`src/design/rau_pkg.sv`:
```
// ----------------------------------------------------------------------------
// rau_pkg: shared types and constants of the rational arithmetic unit
// Operation codes, controller states and the command/status bundles that
// join the controller and the datapath.
// ----------------------------------------------------------------------------
`default_nettype none

package rau_pkg;

    localparam int FIELD_W = 32;
    localparam int FUNC_W  = 3;

    localparam logic [FUNC_W-1:0] FN_ADD = 3'd0;
    localparam logic [FUNC_W-1:0] FN_SUB = 3'd1;
    localparam logic [FUNC_W-1:0] FN_MUL = 3'd2;
    localparam logic [FUNC_W-1:0] FN_DIV = 3'd3;
    localparam logic [FUNC_W-1:0] FN_CMP = 3'd4;

    typedef enum logic [3:0] {
        ST_IDLE,
        ST_MUL1,
        ST_MUL2,
        ST_PREP,
        ST_GINIT,
        ST_GCD,
        ST_CHK,
        ST_WMAG,
        ST_SDEN,
        ST_WDEN,
        ST_FIN,
        ST_SFIN,
        ST_WFIN,
        ST_OUT
    } t_state;

    typedef enum logic [1:0] {
        DIV_MAG,
        DIV_DEN,
        DIV_FIN
    } t_div_sel;

    typedef struct packed {
        logic     latch;
        logic     mul_cross;
        logic     mul_den;
        logic     prep;
        logic     gcd_init;
        logic     gcd_step;
        logic     g_save;
        logic     div_start;
        logic     div_wb;
        t_div_sel div_sel;
        logic     fin;
        logic     load_out;
    } t_cmd;

    typedef struct packed {
        logic gcd_done;
        logic need_div;
        logic div_done;
    } t_sts;

endpackage

`default_nettype wire

```
`src/design/rau_ctrl.sv`:
```
// ----------------------------------------------------------------------------
// rau_ctrl: sequencing state machine of the rational arithmetic unit
// Steps the datapath through products, gcd, reduction and the final split,
// and owns both channel handshakes.
// ----------------------------------------------------------------------------
`default_nettype none

module rau_ctrl (
    input  wire logic           i_clk,
    input  wire logic           i_rst_n,
    input  wire logic           i_in_valid,
    output logic                o_in_stall,
    output logic                o_out_valid,
    input  wire logic           i_out_stall,
    output rau_pkg::t_cmd       o_cmd,
    input  wire rau_pkg::t_sts  i_sts
);

    rau_pkg::t_state r_state, n_state;
    logic            r_out_valid, n_out_valid;

    always_ff @(posedge i_clk) begin
        if (!i_rst_n) begin
            r_state     <= rau_pkg::ST_IDLE;
            r_out_valid <= 1'b0;
        end else begin
            r_state     <= n_state;
            r_out_valid <= n_out_valid;
        end
    end

    always_comb begin
        n_state = r_state;
        o_cmd   = '0;
        o_cmd.div_sel = rau_pkg::DIV_MAG;

        unique case (r_state)
            rau_pkg::ST_IDLE: begin
                if (i_in_valid) begin
                    o_cmd.latch = 1'b1;
                    n_state     = rau_pkg::ST_MUL1;
                end
            end
            rau_pkg::ST_MUL1: begin
                o_cmd.mul_cross = 1'b1;
                n_state         = rau_pkg::ST_MUL2;
            end
            rau_pkg::ST_MUL2: begin
                o_cmd.mul_den = 1'b1;
                n_state       = rau_pkg::ST_PREP;
            end
            rau_pkg::ST_PREP: begin
                o_cmd.prep = 1'b1;
                n_state    = rau_pkg::ST_GINIT;
            end
            rau_pkg::ST_GINIT: begin
                o_cmd.gcd_init = 1'b1;
                n_state        = rau_pkg::ST_GCD;
            end
            rau_pkg::ST_GCD: begin
                if (i_sts.gcd_done) begin
                    o_cmd.g_save = 1'b1;
                    n_state      = rau_pkg::ST_CHK;
                end else begin
                    o_cmd.gcd_step = 1'b1;
                end
            end
            rau_pkg::ST_CHK: begin
                if (i_sts.need_div) begin
                    o_cmd.div_start = 1'b1;
                    o_cmd.div_sel   = rau_pkg::DIV_MAG;
                    n_state         = rau_pkg::ST_WMAG;
                end else begin
                    n_state = rau_pkg::ST_FIN;
                end
            end
            rau_pkg::ST_WMAG: begin
                o_cmd.div_wb  = 1'b1;
                o_cmd.div_sel = rau_pkg::DIV_MAG;
                if (i_sts.div_done) begin
                    n_state = rau_pkg::ST_SDEN;
                end
            end
            rau_pkg::ST_SDEN: begin
                o_cmd.div_start = 1'b1;
                o_cmd.div_sel   = rau_pkg::DIV_DEN;
                n_state         = rau_pkg::ST_WDEN;
            end
            rau_pkg::ST_WDEN: begin
                o_cmd.div_wb  = 1'b1;
                o_cmd.div_sel = rau_pkg::DIV_DEN;
                if (i_sts.div_done) begin
                    n_state = rau_pkg::ST_FIN;
                end
            end
            rau_pkg::ST_FIN: begin
                o_cmd.fin = 1'b1;
                n_state   = rau_pkg::ST_SFIN;
            end
            rau_pkg::ST_SFIN: begin
                o_cmd.div_start = 1'b1;
                o_cmd.div_sel   = rau_pkg::DIV_FIN;
                n_state         = rau_pkg::ST_WFIN;
            end
            rau_pkg::ST_WFIN: begin
                o_cmd.div_wb  = 1'b1;
                o_cmd.div_sel = rau_pkg::DIV_FIN;
                if (i_sts.div_done) begin
                    n_state = rau_pkg::ST_OUT;
                end
            end
            rau_pkg::ST_OUT: begin
                // wait until the output register is free
                if (!r_out_valid || !i_out_stall) begin
                    o_cmd.load_out = 1'b1;
                    n_state        = rau_pkg::ST_IDLE;
                end
            end
            default: begin
                n_state = rau_pkg::ST_IDLE;
            end
        endcase
    end

    always_comb begin
        if (o_cmd.load_out) begin
            n_out_valid = 1'b1;
        end else if (!i_out_stall) begin
            n_out_valid = 1'b0;
        end else begin
            n_out_valid = r_out_valid;
        end
    end

    assign o_in_stall  = (r_state != rau_pkg::ST_IDLE);
    assign o_out_valid = r_out_valid;

endmodule

`default_nettype wire

```
`config.mk`:
```
export PLATFORM = sky130hd
export DESIGN_NAME = rau_ctrl
export DESIGN_NICKNAME = d
export VERILOG_FILES = /design/src/design/rau_pkg.sv /design/src/design/rau_ctrl.sv
export SDC_FILE = /design/constraint.sdc
export NUM_CORES = 1
export LEC_CHECK = 0
export ABC_AREA = 0
export BUFFER_PORTS_ARGS = -buffer_cell sky130_fd_sc_hd__buf_4
export CAP_MARGIN = 20
export CORE_AREA = 2 2 39 41
export CTS_BUF_LIST = sky130_fd_sc_hd__clkbuf_16
export DETAILED_ROUTE_END_ITERATION = 10
export DIE_AREA = 0 0 41 43
export HOLD_SLACK_MARGIN = 0.02
export PLACE_DENSITY = 0.67
export SLEW_MARGIN = 5
export SYNTH_ARGS = -nofsm -noshare
export SYNTH_HDL_FRONTEND = slang
export SYNTH_SLANG_ARGS = --single-unit
```
`constraint.sdc`:
```
create_clock -name i_clk -period 2.8 [get_ports i_clk]
set_clock_uncertainty 0.2 [all_clocks]
set_input_delay 0.56 -clock i_clk [delete_from_list [all_inputs] [get_ports i_clk]]
set_output_delay 0.56 -clock i_clk [all_outputs]
set_load 0.01 [all_outputs]
```
==> summary by stage <==
Run status
The run finished with clean final reports.

Finish
Leaving out filler cells and counting taps, the final layout contains 106. The layout overhead on the synthesized area is 42.3%. The post-route core utilization is 53.5%. The share of post-route cells with drive strength above 1 is 32.2%. The repair_antennas step left the layout with diodes totalling 0. After the last flow step, the layout net total stands at 98.

Placement
Prior to clock tree synthesis, the placed netlist has a worst setup slack of 0.724 ns. Including well taps, the total number of placed cells is 102. At the end of routability-driven placement, the weighted congestion stood at 0.775. The count of buffers added on input and output ports is 21.

The final HPWL from detailed placement is 904 µm.

Worst setup path
In this run the critical register-to-register path is captured at r_state[3]. The worst setup path is of the reg -> out kind. Broken down by cell family, the worst path's largest delay share belongs to flip-flops. On the worst path, the slowest cell contributes a delay of 0.67 ns.

The number of cells on the critical path is 3. For flop-to-flop paths, the worst setup slack is 0.86 ns. The worst path buffer plus inverter count is 1.

The startpoint identified for the worst register-to-register timing path is r_state[3]. The logic depth of the worst register-to-register path is 4. The worst setup path is launched from a register. The signal on the critical path passes through xnor2_1 -> o32ai_2 -> buf_4. The required time of the critical path is 2.04 ns. The kind of capture point of the worst setup path is an output port.

The slowest stage of the critical path belongs to the cell dfxtp_1. Along the worst path, the maximum fanout reaches 18. Tracing the worst setup path back leads to its startpoint at r_state[2]. The worst endpoint data arrival time is 1.56 ns.

Timing
The maximum clock frequency is 431 MHz. Headroom to the max-slew limit came out at 62.0%. The hold violation count in the final report was 0. The setup TNS is 0 ns.

The worst path setup slack after routing is 0.482 ns. The final critical delay including setup and external delays is 2.32 ns. The transition time of the tightest slew-check pin is 0.570 ns. The final critical-path share of the clock period is 82.8%.

The number of max-slew violations in the final report is 0. Setup repair after global routing left no endpoint under its margin. Hold timing on the final database bottoms out at a slack of 0.332 ns. Setup violations remaining at the end of the flow were counted as 0.

Synthesis
The synthesized instance count is 71. Sequential elements use 19.2% of the synthesized area. The share of Yosys cell area claimed by the top area cell type is 19.2%. The mapped netlist covers 520 µm². The count of state elements after synthesis is 5. The synthesized area per cell is 7.33 µm². The number of synthesis warnings is 0.

In this run, distinct cell masters in the synthesized netlist total 30. When the netlist entered floorplanning its net count stood at 78. Of all cell types, the one taking the most synthesized area is dfxtp_1. Yosys attributes the largest share of cell area to dfxtp_1, nor3_1, o32ai_2.

Die
The core region is 1380 µm². The area enclosed by the die boundary is 1760 µm². Pin placement for this block handled 22 I/O pins.

The initial cell density of the core is 37.6%. The x dimension of the die is 41 µm. The die is 43 µm tall. The standard-cell row count is 14.

Detailed routing
The post-route antenna net violation count is 0. For this block, the initial DRC count from the detailed router was 17. The per-cell via count in the routed design is 5.36.

The routed layout has 568 vias. The first-pass detailed-route iteration total is 4. The total detailed-routing wirelength is 1.23 mm. The detailed-route DRC error count is 0. The detailed-route wire length per cell is 11.6 µm.

Global route
The largest net degree at the start of global routing is 19. The global-route wire length before repair is 2.04 mm. The initial antenna violation count is 0.

Global routing finished with a remaining overflow of 0. The number of global-route vias before repair came to 483. Global routing used 16.4% of the available tracks.

Clock tree
The clock net in this run drives a total of 5 sinks. The TritonCTS clock tree is built. For this design, the CTS-stage hold fixing added 0 buffers.

The clock reaches the later pin of the worst-skew pair after 0.22 ns. The number of setup buffers added after CTS is 0. The total CTS buffers is 3. The maximum clock insertion buffer count is 2. CTS built an H-tree with a depth of 1. Clock-pin slew was measured on the worst setup and hold paths at 0.03 ns. In this run, post-CTS repair resized a total of 0 instances. The tree is rooted in a clkbuf_16.

Hold path
In this run the most critical hold path is launched from o_out_valid. The min-delay analysis places its worst path in the category reg -> reg. Along the worst hold path, the cell count comes to 2. The path with the worst hold slack has its endpoint at o_out_valid.

Power and ir drop
In this run the static leakage power is 0.304 nW. The power density over the cells is 546 nW/µm². The largest voltage drop on the vdd net is 403 µV.

Job
The tool flagged a number of max-cap violations equal to 0.
## worst min-delay path, stage by stage, from the launching register on
cell      delay (ns)
dfxtp_1         0.31
nand2_1         0.08
a21boi_0        0.08
## cells in the final DEF (no fill, tap or decap), drive strengths merged, types with 3 or more instances in the layout
cell,instances
o21ai,3
nand2,7
nand2b,5
buf,21
o21a,3
dfxtp,5
inv,6
clkbuf,3
o31ai,3
nor2,7
nor3,7
## per-stage QoR
stage | area, µm² | total power, W
floorplan | 520 | 0.000147
global placement | 662 | 0.000178
detailed placement | 662 | 0.000178
CTS | 741 | 0.000410
global route | 741 | 0.000427
finish | 741 | 0.000404
## power breakdown
| group | internal (W) | leakage, nW | switching, W |
|---|---|---|---|
| sequential | 0.0000763 | 0.0407 | 0.0000180 |
| combinational | 0.0000430 | 0.221 | 0.0000397 |
| clock | 0.000185 | 0.0423 | 0.0000427 |
## cell type report
cell class                 count  area (µm²)
inverter                       5        18.8
clock inverter                 1        3.75
fill                         133         643
multi-input combinational     55         365
tap                           16        20.0
sequential                     5         100
timing repair buffer          21         158
clock buffer                   3        75.1
## synth_stat cells, drive strengths merged
library cell	n
a221oi	1
dfxtp	5
o21a	3
o311ai	1
a211oi	2
nand2b	5
inv	5
o32ai	2
a22oi	1
nand2	7
nand3	1
mux2i	2
o31ai	3
a21oi	2
nor3	7
nand4b	2
nor3b	1
or2b	1
a21boi	1
o22ai	1
xnor2	1
or4	1
nor2	7
o21ai	3
clkbuf	2
buf	4
## state kept, by name (all words and copies together), names as in the netlist
| name | count |
|---|---|
| o_out_valid | 1 |
| r_state | 4 |
## worst max path at each step
| stage | slack (ns) | endpoint |
|---|---|---|
| 5_1_grt | 0.35 | o_cmd[7] |
| 6_report | 0.48 | o_cmd[4] |
| 3_5_place_dp | 0.72 | o_cmd[12] |
| 2_1_floorplan | 0.89 | o_cmd[12] |
| 4_1_cts | 0.49 | o_cmd[12] |
| 3_3_place_gp | 0.75 | o_cmd[12] |
## metal layers
layer / vias to the layer above / wire length, µm / track usage (%)
met3: 0 / 51 / 4.71
met4: 0 / 0 / 6.00
met5: - / 0 / 0
met2: 16 / 622 / 23.4
li1: 294 / - / -
met1: 258 / 553 / 22.5
## logic make-up (layout without fill, tap and decap cells)
kind of cell	count (synthesis)	count (layout)	synth area share (%)
AO/OA/AOI/OAI	20	20	31.0
XOR/XNOR	1	1	1.68
buffers and inverters	11	30	10.6
flip-flops	5	5	19.2
multiplexers	2	2	3.85
AND/OR/NAND/NOR	32	32	33.7
No activity file was read; power rests on OpenSTA's default activity.
